[src/rtl/core/cda_pkg.sv]
`timescale 1ns / 1ps

package cda_pkg;

    // Input mode codes
    localparam logic [2:0] MODE_DAYS    = 3'd0;
    localparam logic [2:0] MODE_WEEKS   = 3'd1;
    localparam logic [2:0] MODE_MONTHS  = 3'd2;
    localparam logic [2:0] MODE_YEARS   = 3'd3;
    localparam logic [2:0] MODE_DECADES = 3'd4;

    localparam logic [3:0] MONTH_JAN = 4'd1;
    localparam logic [3:0] MONTH_FEB = 4'd2;
    localparam logic [3:0] MONTH_DEC = 4'd12;

    localparam logic [15:0] YEAR_MAX = 16'hFFFF;

    // Month lengths, January first, February for a common year
    localparam logic [4:0] MONTH_DAYS [0:11] = '{
        5'd31, 5'd28, 5'd31, 5'd30, 5'd31, 5'd30,
        5'd31, 5'd31, 5'd30, 5'd31, 5'd30, 5'd31
    };

    // y divisible by 25 <=> (y * inv(25) mod 2^16) <= floor(65535 / 25)
    localparam logic [15:0] INV25_MOD16 = 16'd23593;
    localparam logic [15:0] DIV25_LIMIT = 16'd2621;

    typedef enum logic [2:0] {
        ST_IDLE,
        ST_PREP,
        ST_CHECK,
        ST_DAYS,
        ST_MONTHS,
        ST_FIN
    } cda_state_t;

    typedef struct packed {
        logic load;
        logic check;
        logic day_step;
        logic month_step;
        logic out_load;
    } cda_cmd_t;

    typedef struct packed {
        logic invalid;
        logic mode_days;
        logic mode_months;
        logic rem_zero;
        logic rem_one;
        logic day_fit;
    } cda_sts_t;

    // Gregorian leap test: div by 4, and not by 100 unless by 400 (= 16 * 25)
    function automatic logic is_leap(input logic [15:0] y);
        logic [31:0] prod;
        logic        div25;
        prod  = {16'd0, y} * {16'd0, INV25_MOD16};
        div25 = (prod[15:0] <= DIV25_LIMIT);
        return (y[1:0] == 2'b00) && (!div25 || (y[3:0] == 4'b0000));
    endfunction

    // Zero for an invalid month
    function automatic logic [4:0] month_len(input logic [3:0] m, input logic leap);
        logic [3:0] idx;
        idx = m - 4'd1;
        if ((m == 4'd0) || (m > MONTH_DEC))
            return 5'd0;
        else if (m == MONTH_FEB)
            return leap ? 5'd29 : 5'd28;
        else
            return MONTH_DAYS[idx];
    endfunction

endpackage

[src/rtl/core/calendar_date_adder.sv]
`timescale 1ns / 1ps

// Channel   Dir  Signals                         Contents
// s_axis    in   tvalid/tready/tdata[47:0]/tuser  date, amount; tuser = mode
// m_axis    out  tvalid/tready/tdata[31:0]/tuser  result date; tuser = flags
//
// Sequence: accept, a settle state, a check state, then for day/week modes one
// step per month boundary crossed plus one for the last partial month, or for
// month mode one step per month added, then the load of the output register.
// Year/decade/undefined modes, bad dates and zero amounts skip the step states.
// Reset: rst_n asynchronous, clears the controller and the output valid only.
// Stalls: one transaction in flight; the next input is taken once the result
// is in the output register, even if m_axis_tready is low.

module calendar_date_adder
(
    input  logic        clk,
    input  logic        rst_n,

    input  logic        s_axis_tvalid,
    output logic        s_axis_tready,
    input  logic [47:0] s_axis_tdata,   // amount[15:0], day_in[20:16], month_in[24:21],
                                        // year_in[40:25], zero fill
    input  logic [2:0]  s_axis_tuser,   // mode[2:0]

    output logic        m_axis_tvalid,
    input  logic        m_axis_tready,
    output logic [31:0] m_axis_tdata,   // day_out[4:0], month_out[8:5], year_out[24:9],
                                        // zero fill
    output logic [1:0]  m_axis_tuser    // bad_date[0], year_overflow[1]
);

    cda_pkg::cda_cmd_t cmd;
    cda_pkg::cda_sts_t sts;

    logic [4:0]  day_out;
    logic [3:0]  month_out;
    logic [15:0] year_out;
    logic        bad_date;
    logic        year_overflow;

    // Sequencer: load, check, step, hand over to output register
    cda_ctrl u_ctrl
    (
        .clk           (clk),
        .rst_n         (rst_n),
        .s_axis_tvalid (s_axis_tvalid),
        .s_axis_tready (s_axis_tready),
        .m_axis_tvalid (m_axis_tvalid),
        .m_axis_tready (m_axis_tready),
        .cmd           (cmd),
        .sts           (sts)
    );

    // Date registers, month-length lookup, step arithmetic, output register
    cda_datapath u_datapath
    (
        .clk           (clk),
        .rst_n         (rst_n),
        .cmd           (cmd),
        .sts           (sts),
        .mode          (s_axis_tuser),
        .amount        (s_axis_tdata[15:0]),
        .day_in        (s_axis_tdata[20:16]),
        .month_in      (s_axis_tdata[24:21]),
        .year_in       (s_axis_tdata[40:25]),
        .day_out       (day_out),
        .month_out     (month_out),
        .year_out      (year_out),
        .bad_date      (bad_date),
        .year_overflow (year_overflow)
    );

    // Pack result fields, lowest field in the lowest bits
    assign m_axis_tdata = {7'd0, year_out, month_out, day_out};
    assign m_axis_tuser = {year_overflow, bad_date};

endmodule

[src/rtl/core/cda_datapath.sv]
`timescale 1ns / 1ps

module cda_datapath
(
    input  logic             clk,
    input  logic             rst_n,
    input  cda_pkg::cda_cmd_t cmd,
    output cda_pkg::cda_sts_t sts,
    input  logic [2:0]       mode,
    input  logic [15:0]      amount,
    input  logic [4:0]       day_in,
    input  logic [3:0]       month_in,
    input  logic [15:0]      year_in,
    output logic [4:0]       day_out,
    output logic [3:0]       month_out,
    output logic [15:0]      year_out,
    output logic             bad_date,
    output logic             year_overflow
);

    logic [2:0]  mode_reg;
    logic [19:0] rem_reg;
    logic [4:0]  d_reg;
    logic [3:0]  m_reg;
    logic [15:0] y_reg;
    logic        leap_reg;
    logic        bad_reg;
    logic        ovf_reg;

    logic [4:0]  day_out_reg;
    logic [3:0]  month_out_reg;
    logic [15:0] year_out_reg;
    logic        bad_out_reg;
    logic        ovf_out_reg;

    logic [19:0] amt_ext;
    logic [19:0] rem_load;
    logic [4:0]  cur_len;
    logic [4:0]  nxt_len;
    logic [19:0] day_sum;
    logic [19:0] take;
    logic [3:0]  nm;
    logic [15:0] ny;
    logic        nwrap;
    logic [20:0] year_sum;
    logic        invalid;

    // leap_reg is a registered copy of the leap test of y_reg and only sizes the
    // current month; a day walk always steps through January after a year change
    // before it reaches February
    always_ff @(posedge clk)
    begin
        leap_reg <= cda_pkg::is_leap(y_reg);
    end

    always_comb
    begin
        amt_ext = {4'd0, amount};
        unique case (mode)
            cda_pkg::MODE_WEEKS:   rem_load = (amt_ext << 3) - amt_ext;
            cda_pkg::MODE_DECADES: rem_load = (amt_ext << 3) + (amt_ext << 1);
            default:               rem_load = amt_ext;
        endcase
    end

    always_comb
    begin
        cur_len  = cda_pkg::month_len(m_reg, leap_reg);
        invalid  = (m_reg == 4'd0) || (m_reg > cda_pkg::MONTH_DEC) ||
                   (d_reg == 5'd0) || (d_reg > cur_len);
        day_sum  = {15'd0, d_reg} + rem_reg;
        take     = {15'd0, cur_len} - {15'd0, d_reg} + 20'd1;
        nwrap    = (m_reg == cda_pkg::MONTH_DEC) && (y_reg == cda_pkg::YEAR_MAX);
        if (m_reg == cda_pkg::MONTH_DEC)
        begin
            nm = cda_pkg::MONTH_JAN;
            ny = y_reg + 16'd1;
        end
        else
        begin
            nm = m_reg + 4'd1;
            ny = y_reg;
        end
        // next month is February only from January, so the year is unchanged
        nxt_len  = cda_pkg::month_len(nm, cda_pkg::is_leap(y_reg));
        year_sum = {5'd0, y_reg} + {1'b0, rem_reg};
    end

    always_ff @(posedge clk)
    begin
        if (cmd.load)
        begin
            mode_reg <= mode;
            rem_reg  <= rem_load;
            d_reg    <= day_in;
            m_reg    <= month_in;
            y_reg    <= year_in;
        end
        if (cmd.check)
        begin
            bad_reg <= invalid;
            ovf_reg <= 1'b0;
            if (!invalid && ((mode_reg == cda_pkg::MODE_YEARS) ||
                             (mode_reg == cda_pkg::MODE_DECADES)))
            begin
                y_reg   <= year_sum[15:0];
                ovf_reg <= |year_sum[20:16];
            end
        end
        if (cmd.day_step)
        begin
            if (sts.day_fit)
            begin
                d_reg <= day_sum[4:0];
            end
            else
            begin
                rem_reg <= rem_reg - take;
                d_reg   <= 5'd1;
                m_reg   <= nm;
                y_reg   <= ny;
                if (nwrap)
                    ovf_reg <= 1'b1;
            end
        end
        if (cmd.month_step)
        begin
            rem_reg <= rem_reg - 20'd1;
            m_reg   <= nm;
            y_reg   <= ny;
            if (d_reg > nxt_len)
                d_reg <= nxt_len;
            if (nwrap)
                ovf_reg <= 1'b1;
        end
        if (cmd.out_load)
        begin
            day_out_reg   <= d_reg;
            month_out_reg <= m_reg;
            year_out_reg  <= y_reg;
            bad_out_reg   <= bad_reg;
            ovf_out_reg   <= ovf_reg;
        end
    end

    always_comb
    begin
        sts.invalid     = invalid;
        sts.mode_days   = (mode_reg == cda_pkg::MODE_DAYS) ||
                          (mode_reg == cda_pkg::MODE_WEEKS);
        sts.mode_months = (mode_reg == cda_pkg::MODE_MONTHS);
        sts.rem_zero    = (rem_reg == 20'd0);
        sts.rem_one     = (rem_reg == 20'd1);
        sts.day_fit     = (day_sum <= {15'd0, cur_len});
    end

    assign day_out       = day_out_reg;
    assign month_out     = month_out_reg;
    assign year_out      = year_out_reg;
    assign bad_date      = bad_out_reg;
    assign year_overflow = ovf_out_reg;

    a_day_step_valid_day: assert property (@(posedge clk) disable iff (!rst_n)
        cmd.day_step |-> (d_reg != 5'd0) && (d_reg <= cur_len))
        else $error("day step on a day outside the current month");

    a_month_step_valid_month: assert property (@(posedge clk) disable iff (!rst_n)
        cmd.month_step |-> (m_reg != 4'd0) && (m_reg <= cda_pkg::MONTH_DEC))
        else $error("month step on an invalid month");

endmodule

[src/rtl/core/cda_ctrl.sv]
`timescale 1ns / 1ps

module cda_ctrl
(
    input  logic              clk,
    input  logic              rst_n,
    input  logic              s_axis_tvalid,
    output logic              s_axis_tready,
    output logic              m_axis_tvalid,
    input  logic              m_axis_tready,
    output cda_pkg::cda_cmd_t cmd,
    input  cda_pkg::cda_sts_t sts
);

    cda_pkg::cda_state_t state_reg;
    cda_pkg::cda_state_t state_next;
    logic                out_valid_reg;
    logic                out_valid_next;
    logic                out_free;

    always_ff @(posedge clk or negedge rst_n)
    begin
        if (!rst_n)
        begin
            state_reg     <= cda_pkg::ST_IDLE;
            out_valid_reg <= 1'b0;
        end
        else
        begin
            state_reg     <= state_next;
            out_valid_reg <= out_valid_next;
        end
    end

    assign out_free = !out_valid_reg || m_axis_tready;

    always_comb
    begin
        state_next     = state_reg;
        cmd            = '0;
        s_axis_tready  = 1'b0;
        unique case (state_reg)
            cda_pkg::ST_IDLE:
            begin
                s_axis_tready = 1'b1;
                if (s_axis_tvalid)
                begin
                    cmd.load   = 1'b1;
                    state_next = cda_pkg::ST_PREP;
                end
            end
            // leap flag of the loaded year settles
            cda_pkg::ST_PREP:
            begin
                state_next = cda_pkg::ST_CHECK;
            end
            cda_pkg::ST_CHECK:
            begin
                cmd.check = 1'b1;
                priority if (sts.invalid || sts.rem_zero)
                    state_next = cda_pkg::ST_FIN;
                else if (sts.mode_days)
                    state_next = cda_pkg::ST_DAYS;
                else if (sts.mode_months)
                    state_next = cda_pkg::ST_MONTHS;
                else
                    state_next = cda_pkg::ST_FIN;
            end
            cda_pkg::ST_DAYS:
            begin
                cmd.day_step = 1'b1;
                if (sts.day_fit)
                    state_next = cda_pkg::ST_FIN;
            end
            cda_pkg::ST_MONTHS:
            begin
                cmd.month_step = 1'b1;
                if (sts.rem_one)
                    state_next = cda_pkg::ST_FIN;
            end
            cda_pkg::ST_FIN:
            begin
                if (out_free)
                begin
                    cmd.out_load = 1'b1;
                    state_next   = cda_pkg::ST_IDLE;
                end
            end
            default:
            begin
                state_next = cda_pkg::ST_IDLE;
            end
        endcase
    end

    always_comb
    begin
        priority if (cmd.out_load)
            out_valid_next = 1'b1;
        else if (m_axis_tready)
            out_valid_next = 1'b0;
        else
            out_valid_next = out_valid_reg;
    end

    assign m_axis_tvalid = out_valid_reg;

    a_days_mode_match: assert property (@(posedge clk) disable iff (!rst_n)
        (state_reg == cda_pkg::ST_DAYS) |-> sts.mode_days)
        else $error("day stepping outside a day or week mode");

    a_months_rem_nonzero: assert property (@(posedge clk) disable iff (!rst_n)
        (state_reg == cda_pkg::ST_MONTHS) |-> !sts.rem_zero)
        else $error("month stepping with count exhausted");

    a_result_from_fin: assert property (@(posedge clk) disable iff (!rst_n)
        $rose(out_valid_reg) |-> $past(state_reg == cda_pkg::ST_FIN))
        else $error("result raised outside the finish state");

endmodule
[config.mk]
export PLATFORM = sky130hd
export DESIGN_NAME = calendar_date_adder
export DESIGN_NICKNAME = d
export VERILOG_FILES = /design/src/rtl/core/cda_pkg.sv /design/src/rtl/core/calendar_date_adder.sv /design/src/rtl/core/cda_datapath.sv /design/src/rtl/core/cda_ctrl.sv
export SDC_FILE = /design/constraint.sdc
export NUM_CORES = 1
export LEC_CHECK = 0
export BUFFER_PORTS_ARGS = -buffer_cell sky130_fd_sc_hd__buf_4
export CELL_PAD_IN_SITES_DETAIL_PLACEMENT = 0
export CELL_PAD_IN_SITES_GLOBAL_PLACEMENT = 1
export CORE_MARGIN = 1.5
export CORE_UTILIZATION = 32
export DETAILED_ROUTE_END_ITERATION = 8
export HOLD_SLACK_MARGIN = 0.02
export PLACE_DENSITY = 0.65
export SYNTH_ARGS = -nofsm -noshare
export SYNTH_HDL_FRONTEND = slang
export SYNTH_SLANG_ARGS = --single-unit
[constraint.sdc]
create_clock -name clk -period 6.55 [get_ports clk]
set_input_delay 1.31 -clock clk [delete_from_list [all_inputs] [get_ports clk]]
set_output_delay 1.31 -clock clk [all_outputs]
set_load 0.01 [all_outputs]
# ---- Word level (Yosys, flattened, before mapping)
# Memory sizes are Yosys's and may differ from the RTL's.
# Cells that the tools add are included.
dict set report totals {
  ff_bits 82
  romBits 160
  output_inout_bits 36
  word_cells 143
  mem_count 2
}
# name depth width read_ports rd_clocked_by_memory_dff write_ports line
set mem_list {}
lappend mem_list {{(name not given)} 16 5 1 0 0 cda_pkg.sv:72} ;# return MONTH_DAYS[idx];
lappend mem_list {{(name not given)} 16 5 1 0 0 cda_pkg.sv:72}
dict set report op_classes {
  add_sub_neg 12
  mul 1
  magnitude_cmp 8
  n_eq_ne 20
  n_mux 57
  bitwise_logic 2
  reduce_logical 26
}
# op count
set op_table {}
lappend op_table {{2-to-1 mux 16 bit} 7}
lappend op_table {{2-to-1 mux 20 bit} 4}
lappend op_table {{2-to-1 mux 5 bit} 13}
lappend op_table {{one-hot mux 20 bit (2 select lines)} 1}
lappend op_table {{adder 16 x 20 -> 21 bit} 1}
lappend op_table {{adder 19 x 17 -> 20 bit} 1}
lappend op_table {{adder 20 x 1 -> 20 bit (second input constant)} 1}
lappend op_table {{adder 5 x 20 -> 20 bit} 1}
lappend op_table {{== test 20 x 1 -> 1 bit (second input constant)} 1}
lappend op_table {{<= comparator 20 x 5 -> 1 bit} 1}
lappend op_table {{logical NOT 20 bit} 1}
lappend op_table {{2-to-1 mux 1 bit} 20}
lappend op_table {{2-to-1 mux 4 bit} 5}
lappend op_table {{subtractor 19 x 16 -> 20 bit} 1}
lappend op_table {{subtractor 20 x 1 -> 20 bit (second input constant)} 1}
lappend op_table {{subtractor 20 bit} 1}
lappend op_table {{2-to-1 mux 3 bit} 6}
lappend op_table {{one-hot mux 3 bit (6 select lines)} 1}
lappend op_table {{adder 16 x 1 -> 16 bit (second input constant)} 1}
lappend op_table {{== test 16 bit (second input constant)} 1}
lappend op_table {{<= comparator 16 x 12 -> 1 bit (second input constant)} 1}
lappend op_table {{multiplier 16 x 15 -> 16 bit (second input constant)} 1}
lappend op_table {{== test 3 x 2 -> 1 bit (second input constant)} 4}
lappend op_table {{== test 3 bit (second input constant)} 4}
lappend op_table {{22 further kinds} 47}

# ---- Longest topological paths before layout
# Gate-level depths: netlist of run 1.
dict set report logic_depth {
  word_depth 18
  ltp_mapped 27
  depth_no_buf 27
}

# ---- Hierarchy
# Synthesis of run 1 repeated with hierarchy kept, for this count alone.
dict set report hier_totals {
  hier_cells 1293
  area_unflattened_um2 10632.7
}
# module n_inst cells_each area_per_inst_um2
set modules_own_cells {}
lappend modules_own_cells {cda_datapath 1 1246 10234.8}
lappend modules_own_cells {cda_ctrl 1 37 326.6}
lappend modules_own_cells {calendar_date_adder 1 10 71.3}

# ---- Worst setup path after synthesis of run 1
# Ideal clock, no wire load.
dict set report synth_timing {
  path_type {flip-flop to flip-flop}
  start {register u_datapath.y_reg[2]}
  end {register u_datapath.d_reg[0]}
  setup_time_ns 0.121
  t_arrival_ns 5.661
  t_required_ns 6.429
  path_slack_ns 0.768
  stages_incl_launch_ff 23
  period_less_slack_ns 5.782
  cell_sequence {dfxtp_1 ha_1 ha_1 inv_1 fa_1 fa_1 inv_1 fa_1 ha_1 ha_1 a21o_1 a31oi_1 xnor2_1 o31ai_1 o21ai_1 ha_1 nor2b_1 o21a_1 o21ai_0 nand2b_1 a21oi_1 a311oi_1 mux2_2}
}
dict set report synth_between {
  elab_chain_cells 11
  elab_cells_between_ends 12
  cone_classes {1 x mul; 2 x order compare; 5 x mux; 4 x reduce/logical}
}
# element line
set synth_lines {}
lappend synth_lines {{start, declared} cda_datapath.sv:25} ;# logic [15:0] y_reg;
lappend synth_lines {{start signal, assigned} cda_datapath.sv:97} ;# y_reg <= year_in;
lappend synth_lines {{start signal, assigned} cda_datapath.sv:106} ;# y_reg <= year_sum[15:0];
lappend synth_lines {{start signal, assigned} cda_datapath.sv:121} ;# y_reg <= ny;
lappend synth_lines {{multiplier 16 x 15 -> 16 bit} cda_pkg.sv:58} ;# prod = {16'd0, y} * {16'd0, INV25_MOD16};
lappend synth_lines {{<= comparator 16 x 12 -> 1 bit} cda_pkg.sv:59} ;# div25 = (prod[15:0] <= DIV25_LIMIT);
lappend synth_lines {{logical NOT 1 bit} cda_pkg.sv:60} ;# return (y[1:0] == 2'b00) && (!div25 || (y[3:0] == 4'b0000));
lappend synth_lines {{logical OR 1 bit (*)} cda_pkg.sv:60}
lappend synth_lines {{logical AND 1 bit (*)} cda_pkg.sv:60}
lappend synth_lines {{2-to-1 mux 1 bit (*)} cda_pkg.sv:70} ;# return leap ? 5'd29 : 5'd28;
lappend synth_lines {{2-to-1 mux 5 bit (*)} cda_pkg.sv:69} ;# else if (m == MONTH_FEB)
lappend synth_lines {{2-to-1 mux 5 bit (*)} cda_pkg.sv:67} ;# if ((m == 4'd0) || (m > MONTH_DEC))
lappend synth_lines {{greater-than comparator 5 bit} cda_datapath.sv:131} ;# if (d_reg > nxt_len)
lappend synth_lines {{2-to-1 mux 5 bit (*)} cda_datapath.sv:131}
lappend synth_lines {{2-to-1 mux 5 bit (*)} cda_datapath.sv:126} ;# if (cmd.month_step)
lappend synth_lines {{end signal, assigned} cda_datapath.sv:95} ;# d_reg <= day_in;
lappend synth_lines {{end signal, assigned} cda_datapath.sv:114} ;# d_reg <= day_sum[4:0];
lappend synth_lines {{end signal, assigned} cda_datapath.sv:132} ;# d_reg <= nxt_len;
lappend synth_lines {{end, declared} cda_datapath.sv:23} ;# logic [4:0] d_reg;
# Every way passes the cells marked *; elsewhere a longest branch is shown, timed or not.
# A chain may end at the register's enable or synchronous reset.

# ---- Worst setup path after layout of run 1
dict set report layout_timing {
  start {register u_datapath.y_reg[4]}
  end {register u_datapath.d_reg[0]}
}
dict set report layout_between {
  elab_chain_cells 11
}
# element line
set layout_lines {}
lappend layout_lines {{multiplier 16 x 15 -> 16 bit (*)} cda_pkg.sv:58}
lappend layout_lines {{<= comparator 16 x 12 -> 1 bit (*)} cda_pkg.sv:59}
lappend layout_lines {{logical NOT 1 bit (*)} cda_pkg.sv:60}
lappend layout_lines {{logical OR 1 bit (*)} cda_pkg.sv:60}
lappend layout_lines {{logical AND 1 bit (*)} cda_pkg.sv:60}
lappend layout_lines {{2-to-1 mux 1 bit (*)} cda_pkg.sv:70}
lappend layout_lines {{2-to-1 mux 5 bit (*)} cda_pkg.sv:69}
lappend layout_lines {{2-to-1 mux 5 bit (*)} cda_pkg.sv:67}
lappend layout_lines {{greater-than comparator 5 bit} cda_datapath.sv:131}
lappend layout_lines {{2-to-1 mux 5 bit (*)} cda_datapath.sv:131}
lappend layout_lines {{2-to-1 mux 5 bit (*)} cda_datapath.sv:126}
# Marked as above.

==> metrics, run 1 <==
status=complete, no violations; vias in the first global route=8945; startpoint types=flip-flop; Yosys cell types=78; vias per cell=5.28; Largest register FFs=20; final WL=29500 um; grt total ovfl=0; worst slew pin tran=993 ps; num ports=91; Max H-tree Level=3; Clock Sinks=82; post-route ant nets=0; Synth Warn #=0; reg2reg end=u_datapath.d_reg[0]$_DFF_P_; largest net degree at the start of global routing=40; Die Span X=182 um; post-synth top area share=18.9%; HPWL after detailed placement=22800 um; Max-Cap Viols=0; min cycle time layout=5840 ps; I/O Buffers=76; Slew HR=33.6%; Worst EP arrival=6080 ps; Hold Violations, Final=0; initial antenna violation count=0; synthesized area per cell=8.04 um^2; Seq/Total Area, Yosys=19.2%; cts bufs inserted=9; synthesized area=10200 um^2; Final Cycle Share=89.1%; Synth area leader=ha_1; DIE AREA=33100 um^2; Vias=9158; clk buf depth=2; routed length per instance=17.0 um; predominant post-synthesis flop cell=dfxtp_1; Worst Hold Class=flip-flop to flip-flop; Area Overhead vs Synth=12.2%; share of cells above drive strength 1=9.53%; hold path endpoint=u_datapath.bad_date$_DFFE_PP_; CTS tree=done; max-slew violation count=0; number of diodes=0; crit end category=flip-flop; Worst Skew=20.4 ps; Crit Path Category=flip-flop to flip-flop; CTS Hold Bufs=0; Synth area leaders=ha_1 19%, dfxtp_1 9.2%, edfxtp_1 9.1%; Post-synth ARST share=4.88%; crit path max fanout=9; Total GRT Usage=18.0%; Die Span Y=182 um; min-delay src=u_datapath.bad_reg$_DFFE_PN_; Post-Synthesis Cells=1275; DRC=0; Req. time, crit path=6790 ps; Cell Rows=65; final setup violation count=0; RD Place Congestion=0.838; setup TNS=0 ps; first-pass detailed-route iteration total=7; flop2flop setup slack=710 ps; drt first-iter violations=538; final non-filler cell total=1735; fin nets=1561; reg2reg start=u_datapath.y_reg[4]$_DFF_P_; Worst-Skew Late Latency=360 ps; clock root buffer=clkbuf_16; number of synthesized flops with an enable pin=31; register bit total from synthesis=82; first-pass GRT wire length=47900 um; Starting Density=32.5%; Clock transition at path regs=80 ps; RSZ-0062 raised after global routing=no; hold depth=0; dpl cells=1719; CTS resizes=0; worst r2r path cells=23; setup repair bufs after CTS=0; area of the core=31600 um^2; fmax=171 MHz
[metal layers]
metal,wire [um],track usage [%]
met1,14200,24.5
met2,14000,30.8
met3,773,1.46
met4,533,4.86
met5,0,0
[critical path, cell delays in order (launching register included)]
cell	delay [ps]
dfxtp_1	590
ha_1	320
ha_1	270
inv_1	50
fa_1	500
fa_1	540
inv_1	50
fa_1	470
ha_1	310
ha_1	340
a21o_1	190
a31oi_1	170
xnor2_1	90
o31ai_1	190
buf_4	170
o21ai_1	110
ha_1	190
nor2b_1	100
o21a_1	110
o21ai_0	60
nand2b_1	70
a21oi_1	60
a311oi_1	370
mux2_2	380
[worst max path at each step]
| stage | start | depth (start not counted) | to |
|---|---|---|---|
| after floorplan | u_datapath.y_reg[2]$_DFF_P_ | 22 | u_datapath.d_reg[0]$_DFF_P_ |
| after global routing | u_datapath.m_reg[1]$_DFF_P_ | 21 | u_datapath.rem_reg[19]$_DFF_P_ |
| after global placement | u_datapath.y_reg[4]$_DFF_P_ | 23 | u_datapath.d_reg[0]$_DFF_P_ |
| after CTS | u_datapath.y_reg[4]$_DFF_P_ | 25 | u_datapath.d_reg[1]$_DFF_P_ |
| final | u_datapath.y_reg[4]$_DFF_P_ | 23 | u_datapath.d_reg[0]$_DFF_P_ |
| after detailed placement | u_datapath.y_reg[4]$_DFF_P_ | 25 | u_datapath.d_reg[1]$_DFF_P_ |
[stage by stage]
stage               util, %  hold WS (ps)  cell area, um^2  worst slack, ps
detailed placement     35.5           413            11200              688
CTS                    36.4           420            11500              656
finish                 36.4           425            11500              712
global placement       35.5           405            11200              660
floorplan                 -           400            10300              768
global route           36.4           439            11500              251
[synthesized netlist by cell type (all sizes together), types with 19 or more instances]
master	instances
nor3	27
a211oi	27
nand2b	19
a21oi	112
ha	155
dfxtp	47
edfxtp	31
o21ai	70
fa	23
clkbuf	36
xor2	32
nand2	120
a21o	27
nor2	104
xnor2	80
buf	24
inv	96
[placed cells by master, fill, tap and decap left out, types with 6 or more instances in the layout]
cell | netlist | final
nor2_1 | 103 | 102
nand2_1 | 120 | 120
xnor2_1 | 80 | 80
nand3_1 | 18 | 18
o21a_1 | 13 | 13
nand4_1 | 11 | 11
nor4_1 | 10 | 10
inv_1 | 93 | 93
nor2b_1 | 14 | 14
o31ai_1 | 12 | 12
and3_1 | 6 | 6
a31oi_1 | 13 | 13
a311oi_1 | 9 | 9
a22oi_1 | 10 | 10
o21ai_1 | 29 | 29
fa_1 | 23 | 23
clkbuf_16 | 0 | 9
nand2b_1 | 19 | 19
o21bai_1 | 12 | 12
a21o_1 | 27 | 27
a211oi_1 | 27 | 27
dfxtp_1 | 47 | 47
xor2_1 | 32 | 32
or3_1 | 6 | 6
buf_4 | 11 | 96
a221oi_1 | 9 | 9
edfxtp_1 | 31 | 31
mux2i_1 | 6 | 6
a21oi_1 | 112 | 112
nor3_1 | 27 | 26
o21ai_0 | 41 | 41
o22ai_1 | 7 | 7
ha_1 | 155 | 155
o211ai_1 | 13 | 13
conb_1 | 1 | 7
[layout make-up]
class | instances | area [um^2]
inverter | 96 | 360
sequential | 82 | 1970
fill | 3333 | 20100
clock inverter | 5 | 53.8
timing repair buffer | 96 | 721
multi-input combinational | 1043 | 7650
clock buffer | 11 | 233
tap | 402 | 503
[cells by family (layout without fill, tap and decap cells)]
logic type / count (synthesis) / after routing / synth area share (%)
compound gates: 376 / 376 / 23.9
simple gates: 362 / 362 / 16.6
fa+ha+maj: 178 / 178 / 23.4
buf+inv: 156 / 208 / 6.37
xor+xnor: 112 / 112 / 9.57
flops: 82 / 82 / 19.2
mux: 8 / 8 / 0.843
other cells: 1 / 7 / 0.0366
Power of run 1 is left out: the tool's default activity adds up to more than one toggle a clock period on the data nets, which glitch-free logic cannot reach.
==> run 2, diff against run 1 <==
--- a/config.mk
+++ b/config.mk
@@ -12,7 +12,8 @@
 export CORE_UTILIZATION = 32
 export DETAILED_ROUTE_END_ITERATION = 8
 export HOLD_SLACK_MARGIN = 0.02
-export PLACE_DENSITY = 0.65
+export PLACE_DENSITY = 0.66
 export SYNTH_ARGS = -nofsm -noshare
 export SYNTH_HDL_FRONTEND = slang
 export SYNTH_SLANG_ARGS = --single-unit
+export TNS_END_PERCENT = 50
==> run 2 against run 1 <==
Global-route usage about the same. Critical path type unchanged. Routed wire length up 0.12%. Highest routed layer unchanged. Non-clock buffer count unchanged. Clock-buffer cell count down 1. Critical path depth unchanged. Cell area about the same.
==> metrics, run 2 (same netlist as run 1, synthesis figures left out) <==
critical-path cell list=ha_1, ha_1, inv_1, fa_1, fa_1, inv_1, fa_1, ha_1, ha_1, a21o_1, a31oi_1, xnor2_1, o31ai_1, buf_4, o21ai_1, ha_1, nor2b_1, o21a_1, o21ai_0, nand2b_1, a21oi_1, a311oi_1, mux2_2; initial antenna violation count=0; clock root buffer=clkbuf_16; Worst EP arrival=6150 ps; worst setup margin=642 ps; met2 GRT Util=31.3%; RD Place Congestion=0.848; Place WS=616 ps; most frequent cells in the layout=155 x ha_1, 120 x nand2_1, 112 x a21oi_1; number of diodes=0; HPWL after detailed placement=22800 um; CTS tree=done; CTS Hold Bufs=0; Total GRT Usage=18.1%; M3 GR Usage=1.50%; Hold Violations, Final=0; first-pass detailed-route iteration total=5; WHS=424 ps; first-pass GRT wire length=47800 um; routed length per instance=17.0 um; final setup violation count=0; largest net degree at the start of global routing=40; Worst Skew=13.5 ps; crit end category=flip-flop; Max-Cap Viols=0; kind of cell adding the most delay to the critical path=adder cells; area of the core=31600 um^2; Worst Hold Class=flip-flop to flip-flop; num ports=91; RSZ-0062 raised after global routing=no; drt first-iter violations=449; share of cells above drive strength 1=9.68%; CP max-delay cell=dfxtp_1; dpl cells=1719; Crit Path Category=flip-flop to flip-flop; most used cell along the critical path=ha_1; Clock Sinks=82; Largest register FFs=20; min cycle time layout=5910 ps; cts bufs inserted=9; setup TNS=0 ps; grt total ovfl=0; fin nets=1561; Die Span X=182 um; vias in the first global route=8973; fmax=169 MHz; Die Span Y=182 um; Worst-Skew Late Latency=360 ps; clk buf depth=2; final WL=29500 um; Area Overhead vs Synth=12.2%; status=complete, no violations; crit path max fanout=9; Clock transition at path regs=70 ps; post-route ant nets=0; final non-filler cell total=1735; vias per cell=5.31; most common cell after layout, fill and taps aside=ha_1; I/O Buffers=76; Starting Density=32.5%; Req. time, crit path=6790 ps; met1 Usage GRT=24.4%; startpoint types=flip-flop; Max H-tree Level=3; Slew HR=28.6%; DRC=0; Worst Path Buf+Inv=3; CTS resizes=0; Vias=9220; DIE AREA=33100 um^2; Cell Rows=65; max-slew violation count=0; setup repair bufs after CTS=0; slowest stage delay, CP=590 ps; Final Cycle Share=90.2%; peak-usage layer in the global routing report=met2; worst slew pin tran=1070 ps
-- run 2: cell count changes in the layout (fill, tap and decap cells not counted), sizes merged --
cell    change
inv         +3
bufinv      -1
clkbuf      -1
clkinv      -1
-- run 2: per-layer routing --
metal	part of all wire [%]	up-vias
met3	3.0	17
met5	0	-
met1	48	4358
met2	48	136
li1	-	4709
met4	0.96	0
-- run 2: per-stage QoR --
step | utilization [%] | cell area [um^2]
floorplan | - | 10300
global placement | 35.5 | 11200
detailed placement | 35.5 | 11200
CTS | 36.4 | 11500
global route | 36.4 | 11500
finish | 36.4 | 11500
-- run 2: area by class of cell --
class	instances	area [um^2]
clock buffers	10	250
clock inverters	6	43.8
fillers	3320	20100
inverters	96	360
multi-input cells	1043	7650
flip-flops and latches	82	1970
well taps	402	503
repair buffers	96	721
-- run 2: path summary, 6_finish.rpt --
path | cells after the start | slack, ps | endpoint | start
min in group asynchronous | 1 | 740 | u_ctrl.m_axis_tvalid$_DFFE_PN0P_ | rst_n
max in group asynchronous | 1 | 5710 | u_ctrl.state_reg[2]$_DFFE_PN0P_ | rst_n
worst max register to register | 23 | 640 | u_datapath.d_reg[0]$_DFF_P_ | u_datapath.y_reg[4]$_DFF_P_
worst max-delay path | 23 | 640 | u_datapath.d_reg[0]$_DFF_P_ | u_datapath.y_reg[4]$_DFF_P_
worst min register to register | 0 | 420 | u_datapath.bad_date$_DFFE_PP_ | u_datapath.bad_reg$_DFFE_PN_
worst min-delay path | 0 | 420 | u_datapath.bad_date$_DFFE_PP_ | u_datapath.bad_reg$_DFFE_PN_
-- run 2: worst reg2reg max path, stage by stage, from the launching register on --
cell and delay [ps]:
dfxtp_1 590, ha_1 320, ha_1 270, inv_1 50, fa_1 520, fa_1 550, inv_1 60, fa_1 470
ha_1 330, ha_1 340, a21o_1 190, a31oi_1 170, xnor2_1 90, o31ai_1 210, buf_4 170, o21ai_1 110
ha_1 200, nor2b_1 110, o21a_1 110, o21ai_0 70, nand2b_1 70, a21oi_1 60, a311oi_1 350, mux2_2 380
Power of run 2 is left out for the same reason.
